[config.mk]
export PLATFORM = sky130hd
export DESIGN_NAME = irc_line_tokenizer
export DESIGN_NICKNAME = d
export VERILOG_FILES = /design/src/irclt_pkg.sv /design/src/irclt_core.sv /design/src/irclt_out_buf.sv /design/src/irc_line_tokenizer.sv
export SDC_FILE = /design/constraint.sdc
export NUM_CORES = 1
export LEC_CHECK = 0
export BUFFER_PORTS_ARGS = -buffer_cell sky130_fd_sc_hd__buf_2
export CAP_MARGIN = 20
export CORE_MARGIN = 1.5
export CORE_UTILIZATION = 45
export CTS_BUF_LIST = sky130_fd_sc_hd__clkbuf_8
export DETAILED_ROUTE_END_ITERATION = 6
export MAX_ROUTING_LAYER = met4
export SYNTH_ARGS = -nofsm -noshare
export SYNTH_HDL_FRONTEND = slang
export SYNTH_SLANG_ARGS = --single-unit
[constraint.sdc]
create_clock -name clk_i -period 6.8 [get_ports clk_i]
set_input_delay 0.68 -clock clk_i [delete_from_list [all_inputs] [get_ports clk_i]]
set_output_delay 0.68 -clock clk_i [all_outputs]
set_load 0.005 [all_outputs]
[src/irclt_pkg.sv]
package irclt_pkg;

  // Default for the parameter count limit (capped at 15 by the 4-bit count)
  localparam int unsigned MaxParamsDefault = 15;

  localparam logic [7:0] ByteSpace = 8'h20;
  localparam logic [7:0] ByteColon = 8'h3A;

  localparam logic [3:0] CmdUnknown = 4'd0;

  typedef enum logic [2:0] {
    PhStart     = 3'd0,
    PhPrefix    = 3'd1,
    PhGap       = 3'd2,
    PhCmd       = 3'd3,
    PhParam     = 3'd4,
    PhTrailOpen = 3'd5,
    PhTrail     = 3'd6,
    PhOrphan    = 3'd7
  } phase_e;

  typedef enum logic [1:0] {
    KindPrefix  = 2'd0,
    KindParam   = 2'd1,
    KindSummary = 2'd2
  } kind_e;

  typedef enum logic [2:0] {
    KwPass    = 3'd0,
    KwUser    = 3'd1,
    KwNick    = 3'd2,
    KwPrivmsg = 3'd3,
    KwJoin    = 3'd4,
    KwPart    = 3'd5,
    KwQuit    = 3'd6,
    KwList    = 3'd7
  } keyword_e;

  typedef struct packed {
    logic [7:0] data_byte;
    logic       end_of_line;
  } in_item_t;

  typedef struct packed {
    kind_e      kind;
    logic [7:0] out_byte;
    logic [3:0] param_index;
    logic       token_start;
    logic       is_trailing;
    logic [3:0] command_code;
    logic [3:0] param_count;
    logic       count_overflow;
    logic       last;
  } out_item_t;

  // Results caused by one input beat: one or two
  typedef struct packed {
    out_item_t res0;
    out_item_t res1;
    logic      two;
  } slot_t;

  // Keyword text, left aligned, upper case
  function automatic logic [7:0] kw_char(input logic [2:0] k, input logic [2:0] p);
    logic [63:0] w;
    w = 64'h0;
    unique case (keyword_e'(k))
      KwPass:    w = {"PASS", 32'h0};
      KwUser:    w = {"USER", 32'h0};
      KwNick:    w = {"NICK", 32'h0};
      KwPrivmsg: w = {"PRIVMSG", 8'h0};
      KwJoin:    w = {"JOIN", 32'h0};
      KwPart:    w = {"PART", 32'h0};
      KwQuit:    w = {"QUIT", 32'h0};
      KwList:    w = {"LIST", 32'h0};
      default:   w = 64'h0;
    endcase
    kw_char = w[63 - 8 * int'(p) -: 8];
  endfunction

  function automatic logic [3:0] kw_len(input logic [2:0] k);
    kw_len = (keyword_e'(k) == KwPrivmsg) ? 4'd7 : 4'd4;
  endfunction

endpackage

[src/irclt_core.sv]
module irclt_core
  import irclt_pkg::*;
#(
  parameter int unsigned MaxParams = MaxParamsDefault
) (
  input  logic     clk_i,
  input  logic     rst_ni,
  input  logic     accept_i,
  input  in_item_t in_beat_i,
  output logic     push_o,
  output slot_t    slot_o
);

  localparam int unsigned CountLimit = (MaxParams < 15) ? MaxParams : 15;
  localparam logic [3:0]  Limit      = 4'(CountLimit);

  phase_e     phase_q, phase_d;
  logic       prev_space_q, prev_space_d;
  logic [7:0] alive_q, alive_d;
  logic [3:0] cmd_len_q, cmd_len_d;
  logic       cmd_seen_q, cmd_seen_d;
  logic [3:0] params_q, params_d;
  logic       ovf_q, ovf_d;

  logic [7:0] b, up;
  logic       sp, colon;
  logic [7:0] alive_m;
  logic [3:0] len_m;
  logic       open_full;
  logic [3:0] open_params, open_idx, cur_idx;
  logic       byte_v;
  out_item_t  byte_res, sum_res;
  logic [3:0] code;

  assign b     = in_beat_i.data_byte;
  assign sp    = (b == ByteSpace);
  assign colon = (b == ByteColon);
  assign up    = (b >= 8'h61 && b <= 8'h7A) ? b - 8'd32 : b;

  // Narrow the keyword candidates with this command byte
  always_comb begin
    alive_m = alive_q;
    for (int k = 0; k < 8; k++) begin
      if (cmd_len_q >= kw_len(3'(k)) || kw_char(3'(k), cmd_len_q[2:0]) != up) begin
        alive_m[k] = 1'b0;
      end
    end
    len_m = (cmd_len_q < 4'd15) ? cmd_len_q + 4'd1 : cmd_len_q;
  end

  // Parameter opening and index of the parameter in progress
  assign open_full   = (params_q >= Limit);
  assign open_params = open_full ? params_q : params_q + 4'd1;
  assign open_idx    = open_full ? Limit : params_q;
  assign cur_idx     = (ovf_q || params_q == 4'd0) ? Limit : params_q - 4'd1;

  // Tokenizer state machine
  always_comb begin
    phase_d    = phase_q;
    alive_d    = alive_q;
    cmd_len_d  = cmd_len_q;
    cmd_seen_d = cmd_seen_q;
    params_d   = params_q;
    ovf_d      = ovf_q;
    byte_v     = 1'b0;
    byte_res   = '0;
    byte_res.out_byte = b;

    unique case (phase_q)
      PhStart: begin
        if (sp) begin
        end else if (colon) begin
          byte_v               = 1'b1;
          byte_res.kind        = KindPrefix;
          byte_res.token_start = 1'b1;
          phase_d              = PhPrefix;
        end else begin
          cmd_seen_d = 1'b1;
          alive_d    = alive_m;
          cmd_len_d  = len_m;
          phase_d    = PhCmd;
        end
      end
      PhPrefix: begin
        if (sp) begin
          phase_d = PhGap;
        end else begin
          byte_v        = 1'b1;
          byte_res.kind = KindPrefix;
        end
      end
      PhGap: begin
        if (sp) begin
        end else if (colon && prev_space_q) begin
          if (cmd_seen_q) begin
            params_d = open_params;
            ovf_d    = ovf_q | open_full;
            phase_d  = PhTrailOpen;
          end else begin
            phase_d = PhOrphan;
          end
        end else if (!cmd_seen_q) begin
          cmd_seen_d = 1'b1;
          alive_d    = alive_m;
          cmd_len_d  = len_m;
          phase_d    = PhCmd;
        end else begin
          params_d             = open_params;
          ovf_d                = ovf_q | open_full;
          byte_v               = 1'b1;
          byte_res.kind        = KindParam;
          byte_res.param_index = open_idx;
          byte_res.token_start = 1'b1;
          phase_d              = PhParam;
        end
      end
      PhCmd: begin
        if (sp) begin
          phase_d = PhGap;
        end else begin
          alive_d   = alive_m;
          cmd_len_d = len_m;
        end
      end
      PhParam: begin
        if (sp) begin
          phase_d = PhGap;
        end else begin
          byte_v               = 1'b1;
          byte_res.kind        = KindParam;
          byte_res.param_index = cur_idx;
        end
      end
      PhTrailOpen: begin
        byte_v               = 1'b1;
        byte_res.kind        = KindParam;
        byte_res.param_index = cur_idx;
        byte_res.token_start = 1'b1;
        byte_res.is_trailing = 1'b1;
        phase_d              = PhTrail;
      end
      PhTrail: begin
        byte_v               = 1'b1;
        byte_res.kind        = KindParam;
        byte_res.param_index = cur_idx;
        byte_res.is_trailing = 1'b1;
      end
      PhOrphan: begin
      end
      default: begin
      end
    endcase

    prev_space_d  = sp;
    byte_res.last = ~in_beat_i.end_of_line;
  end

  // Resolve the command code, lowest keyword wins
  always_comb begin
    code = CmdUnknown;
    for (int k = 7; k >= 0; k--) begin
      if (cmd_seen_d && alive_d[k] && kw_len(3'(k)) == cmd_len_d) begin
        code = 4'(k) + 4'd1;
      end
    end
  end

  // Line summary
  always_comb begin
    sum_res                = '0;
    sum_res.kind           = KindSummary;
    sum_res.command_code   = code;
    sum_res.param_count    = params_d;
    sum_res.count_overflow = ovf_d;
    sum_res.last           = 1'b1;
  end

  assign slot_o.res0 = byte_v ? byte_res : sum_res;
  assign slot_o.res1 = sum_res;
  assign slot_o.two  = byte_v & in_beat_i.end_of_line;
  assign push_o      = accept_i & (byte_v | in_beat_i.end_of_line);

  // Advance line state per accepted beat; drop back to start at line end
  always_ff @(posedge clk_i or negedge rst_ni) begin
    if (!rst_ni) begin
      phase_q      <= PhStart;
      prev_space_q <= 1'b0;
      alive_q      <= '1;
      cmd_len_q    <= '0;
      cmd_seen_q   <= 1'b0;
      params_q     <= '0;
      ovf_q        <= 1'b0;
    end else if (accept_i) begin
      if (in_beat_i.end_of_line) begin
        phase_q      <= PhStart;
        prev_space_q <= 1'b0;
        alive_q      <= '1;
        cmd_len_q    <= '0;
        cmd_seen_q   <= 1'b0;
        params_q     <= '0;
        ovf_q        <= 1'b0;
      end else begin
        phase_q      <= phase_d;
        prev_space_q <= prev_space_d;
        alive_q      <= alive_d;
        cmd_len_q    <= cmd_len_d;
        cmd_seen_q   <= cmd_seen_d;
        params_q     <= params_d;
        ovf_q        <= ovf_d;
      end
    end
  end

endmodule

[src/irclt_out_buf.sv]
module irclt_out_buf
  import irclt_pkg::*;
(
  input  logic      clk_i,
  input  logic      rst_ni,
  input  logic      push_i,
  input  slot_t     slot_i,
  output logic      full_o,
  output logic      out_valid_o,
  input  logic      out_stall_i,
  output out_item_t out_data_o
);

  slot_t      slots_q [2];
  logic       wptr_q, rptr_q, sub_q;
  logic [1:0] count_q;
  slot_t      cur;
  logic       pop_beat, slot_done;

  assign cur         = slots_q[rptr_q];
  assign out_valid_o = (count_q != 2'd0);
  assign out_data_o  = sub_q ? cur.res1 : cur.res0;
  assign full_o      = (count_q == 2'd2);
  assign pop_beat    = out_valid_o & ~out_stall_i;
  assign slot_done   = pop_beat & (sub_q | ~cur.two);

  // Hold result slots
  always_ff @(posedge clk_i) begin
    if (push_i) begin
      slots_q[wptr_q] <= slot_i;
    end
  end

  // Advance pointers and the per-slot beat select
  always_ff @(posedge clk_i or negedge rst_ni) begin
    if (!rst_ni) begin
      wptr_q  <= 1'b0;
      rptr_q  <= 1'b0;
      sub_q   <= 1'b0;
      count_q <= '0;
    end else begin
      if (push_i) begin
        wptr_q <= ~wptr_q;
      end
      if (slot_done) begin
        rptr_q <= ~rptr_q;
      end
      if (pop_beat) begin
        sub_q <= ~slot_done;
      end
      case ({push_i, slot_done})
        2'b10:   count_q <= count_q + 2'd1;
        2'b01:   count_q <= count_q - 2'd1;
        default: count_q <= count_q;
      endcase
    end
  end

endmodule

[src/irc_line_tokenizer.sv]
// Streaming tokenizer for chat-protocol command lines.
// Input channel: one line byte per beat (in_valid_i/in_stall_o), with
// end_of_line set on the last byte. Output channel (out_valid_o/out_stall_i)
// carries prefix bytes, parameter bytes and one summary beat per line with
// the command code and the saturating parameter count.
// A byte's results are written to the result buffer when it is accepted.
// Throughput: one input byte per cycle while the buffer is not full. A byte
// causes at most one result, except the end-of-line byte, which can cause a
// byte result and the summary; those two leave the two-slot result buffer
// one after the other, so a line end can stall the input side.
// Reset puts the tokenizer at the start of a line and empties the buffer.
// When the receiver stalls, the buffer fills; once both slots hold results
// in_stall_o rises and stays high until a slot drains. The output beat
// holds steady while stalled.
module irc_line_tokenizer
  import irclt_pkg::*;
#(
  parameter int unsigned MaxParams = MaxParamsDefault
) (
  input  logic      clk_i,
  input  logic      rst_ni,
  input  logic      in_valid_i,
  output logic      in_stall_o,
  input  in_item_t  in_data_i,
  output logic      out_valid_o,
  input  logic      out_stall_i,
  output out_item_t out_data_o
);

  logic  accept;
  logic  push;
  logic  full;
  slot_t slot;

  assign in_stall_o = full;
  assign accept     = in_valid_i & ~full;

  irclt_core #(
    .MaxParams(MaxParams)
  ) u_core (
    .clk_i    (clk_i),
    .rst_ni   (rst_ni),
    .accept_i (accept),
    .in_beat_i(in_data_i),
    .push_o   (push),
    .slot_o   (slot)
  );

  irclt_out_buf u_out_buf (
    .clk_i      (clk_i),
    .rst_ni     (rst_ni),
    .push_i     (push),
    .slot_i     (slot),
    .full_o     (full),
    .out_valid_o(out_valid_o),
    .out_stall_i(out_stall_i),
    .out_data_o (out_data_o)
  );

endmodule
==> impl_metrics.json <==
{
  "status": "finished clean",
  "met1_usage_pct": 27.7,
  "post-place-cells": 694,
  "antenna_found_initial": 0,
  "combPwrFrac_pct": 45.6,
  "reg2reg_depth": 8,
  "drc_errors": 0,
  "met3_usage_pct": 3.97,
  "crit_top_cell": "a2111oi_0",
  "netlist_instances": 513,
  "grt_pass1_vias": 4138,
  "maxCapViolCount": 0,
  "hpwl_mm": 8.89,
  "worst_pin_slew_ps": 1050,
  "internal-power_mw": 1.56,
  "syn-cell-area_sq_um": 5600,
  "holdBufCountCts": 0,
  "hold_viol": 0,
  "synth.most_common_cell": "edfxtp_1",
  "clock_sinks": 99,
  "synthMuxAreaShare_pct": 7.04,
  "slew_violations": 0,
  "synth.top_cell.area_share_pct": 38.6,
  "cts_tree": "done",
  "async_reset_ff_share_pct": 27.3,
  "critPathRequiredTime_ps": 6870,
  "synth_area_leaders": "edfxtp_1 (39%), dfrtp_1 (8.5%), nor2_1 (3.8%)",
  "synth-seq-cells": 99,
  "initial_utilization_pct": 46.4,
  "yosysWarnings": 0,
  "synth_top_family_by_area": "simple AND/OR/NAND/NOR gates",
  "die_area_sq_um": 13100,
  "cts_htree_levels": 3,
  "yosysUniqueCellTypes": 73,
  "timing.fmax_ghz": 0.271,
  "synth_edf_count": 72,
  "yosysTopAreaCell": "edfxtp_1",
  "root_buffer": "clkbuf_8",
  "gr-max-usage-layer": "met2",
  "finClkSkew_ps": 16.7,
  "seqPwrFrac_pct": 38.6,
  "fillCellCount": 1066,
  "finalCritPeriodShare_pct": 54.3,
  "die_w_microns": 115,
  "via_count": 4148,
  "wl_per_cell_microns": 18.0,
  "stdcell_count": 712,
  "areaGrowthSynthToFinish_pct": 10.4,
  "hold_class": "input pin to asynchronous set/reset pin",
  "synth.yosys.seq_area_share_pct": 50.9,
  "grt_pass1_wl_mm": 21.2,
  "synth_fa_ha_area_share_pct": 3.13,
  "synth_xor_area_share_pct": 3.91,
  "numCtsBuffers": 9,
  "synth_commonest_cells": "edfxtp_1 (72), nor2_1 (57), nand2_1 (31)",
  "ir_worst_vdd_v": 0.000147,
  "crit_chain": "inv_1, ha_1, o21bai_1, a2111oi_0, o211ai_1, o32a_1, and3_1, a2111oi_0",
  "coreArea_sq_um": 12100,
  "criticalPathCategory": "flip-flop to flip-flop",
  "cts_resized": 0,
  "ios": 41,
  "clk_pin_slew_ps": 100,
  "cp.arrival_ps": 3760,
  "firstDrtPassIters": 4,
  "startpoint_type": "flip-flop",
  "synthSimpleGateAreaFrac_pct": 16.5,
  "period_minus_slack_ps": 3690,
  "rsz0062_at_grt": "false",
  "wirelength_mm": 12.8,
  "routed_via_density": 5.83,
  "num-nets-final": 566,
  "power_density_nw_per_um2": 418,
  "cp-end-kind": "flip-flop",
  "synth-main-ff-cell": "edfxtp_1",
  "layout-drive-gt1-share_pct": 15.6,
  "p_leak_nw": 2.37,
  "grt_usage_pct": 21.8,
  "tns_ps": 0,
  "gp_congestion": 0.906,
  "synth-compound-area-share_pct": 14.6,
  "postCtsSetupBuffers": 0,
  "slew_headroom_pct": 29.9,
  "gr-total-overflow": 0,
  "clk_latency_ps": 380,
  "slowest_delay_ps": 670,
  "setup_viol": 0,
  "rows": 40,
  "synth_nets": 540,
  "finalPower_mw": 2.59,
  "p_switching_mw": 1.02,
  "ant_nets": 0,
  "clk_path_buf_depth": 2,
  "clkPwrFrac_pct": 15.8,
  "grt_max_degree": 37,
  "power_switching_share_pct": 39.5,
  "grt.met2_usage_pct": 33.5,
  "die_y_microns": 115,
  "cp_max_fo": 14,
  "place.port_buffers": 40,
  "drt_iter0_drc": 297,
  "critical-path-slowest-cell": "a2111oi_0",
  "num_antenna_cells": 0,
  "syn_avg_cell_area_sq_um": 10.9
}
-- layout make-up --
class / instances / area (sq um) / share of cell area (%)
flip-flops and latches: 99 / 2850 / 46.1
well taps: 168 / 210 / 3.40
repair buffers: 44 / 270 / 4.37
inverters: 25 / 93.8 / 1.52
clock inverters: 7 / 85.1 / 1.38
multi-input cells: 360 / 2550 / 41.2
clock buffers: 9 / 124 / 2.00
-- path summary, 6_finish.rpt --
path / from / to / slack, ps
worst max-delay path: u_core.cmd_len_q[0] / u_out_buf.slots_q[0][16] / 3110
worst min-delay path: rst_ni / u_core.prev_space_q / 330
worst max register to register: u_core.cmd_len_q[0] / u_out_buf.slots_q[0][16] / 3110
worst min register to register: u_out_buf.count_q[1] / u_out_buf.count_q[1] / 510
max in group asynchronous: rst_ni / u_out_buf.wptr_q / 6030
min in group clk_i: u_out_buf.count_q[1] / u_out_buf.count_q[1] / 510
-- routing by layer --
layer,part of all wire (%),wire length (microns)
met3,5.8,741
met4,3.2,412
met2,47,6040
met1,44,5640
met5,0,0
-- cell usage in the layout, fill, tap and decap left out, drive strengths merged, types with 5 or more instances in the layout --
cell type,n
clkbuf,9
ha,14
and2,10
nand3,5
nand2,31
a211oi,6
o22ai,5
xnor2,14
nand2b,9
o31ai,5
mux4,9
o21ai,29
nor2,57
nand4,5
nor3,10
mux2i,18
nor4,5
xor2,11
dfstp,8
dfrtp,19
and3,9
buf,44
a21o,6
inv,29
edfxtp,72
nor2b,7
a21oi,19
-- worst max-delay path, delay by kind of cell, from the launching register on --
| kind | cells | cell delay [ps] |
|---|---|---|
| flops | 1 | 610 |
| buf+inv | 1 | 230 |
| simple gates | 1 | 200 |
| fa+ha+maj | 1 | 420 |
| compound gates | 5 | 1930 |
-- logic make-up after synthesis --
family / count (synthesis)
buffers and inverters: 54
adder cells (fa/ha/maj): 14
AND/OR/NAND/NOR: 174
AO/OA/AOI/OAI: 119
XOR/XNOR: 25
flip-flops: 99
multiplexers: 28
-- registers in the layout, indices dropped and copies added (netlist names), 2 cells and up --
register and count:
u_core.alive_q 8, u_core.cmd_len_q 4, u_core.params_q 4, u_core.phase_q 3, u_out_buf.count_q 2, u_out_buf.slots_q 72
-- per-stage QoR --
stage	hold slack [ps]	area (sq um)	util (%)	setup WS [ps]
3_5_place_dp	504	5910	49.0	2800
6_report	332	6180	51.2	3110
2_1_floorplan	384	5600	-	2640
4_1_cts	329	6120	50.8	3110
3_3_place_gp	485	5910	49.0	2900
5_1_grt	362	6180	51.2	2820
-- power by group through the flow --
stage               Combinational [mW]  Clock, mW  Sequential [mW]
floorplan                        0.872          0            0.942
global placement                  1.13          0             1.02
detailed placement                1.14          0             1.03
CTS                               1.15      0.419             1.01
global route                      1.32      0.443             1.02
finish                            1.18      0.409            0.997
Power figures use the tool's default switching activity.
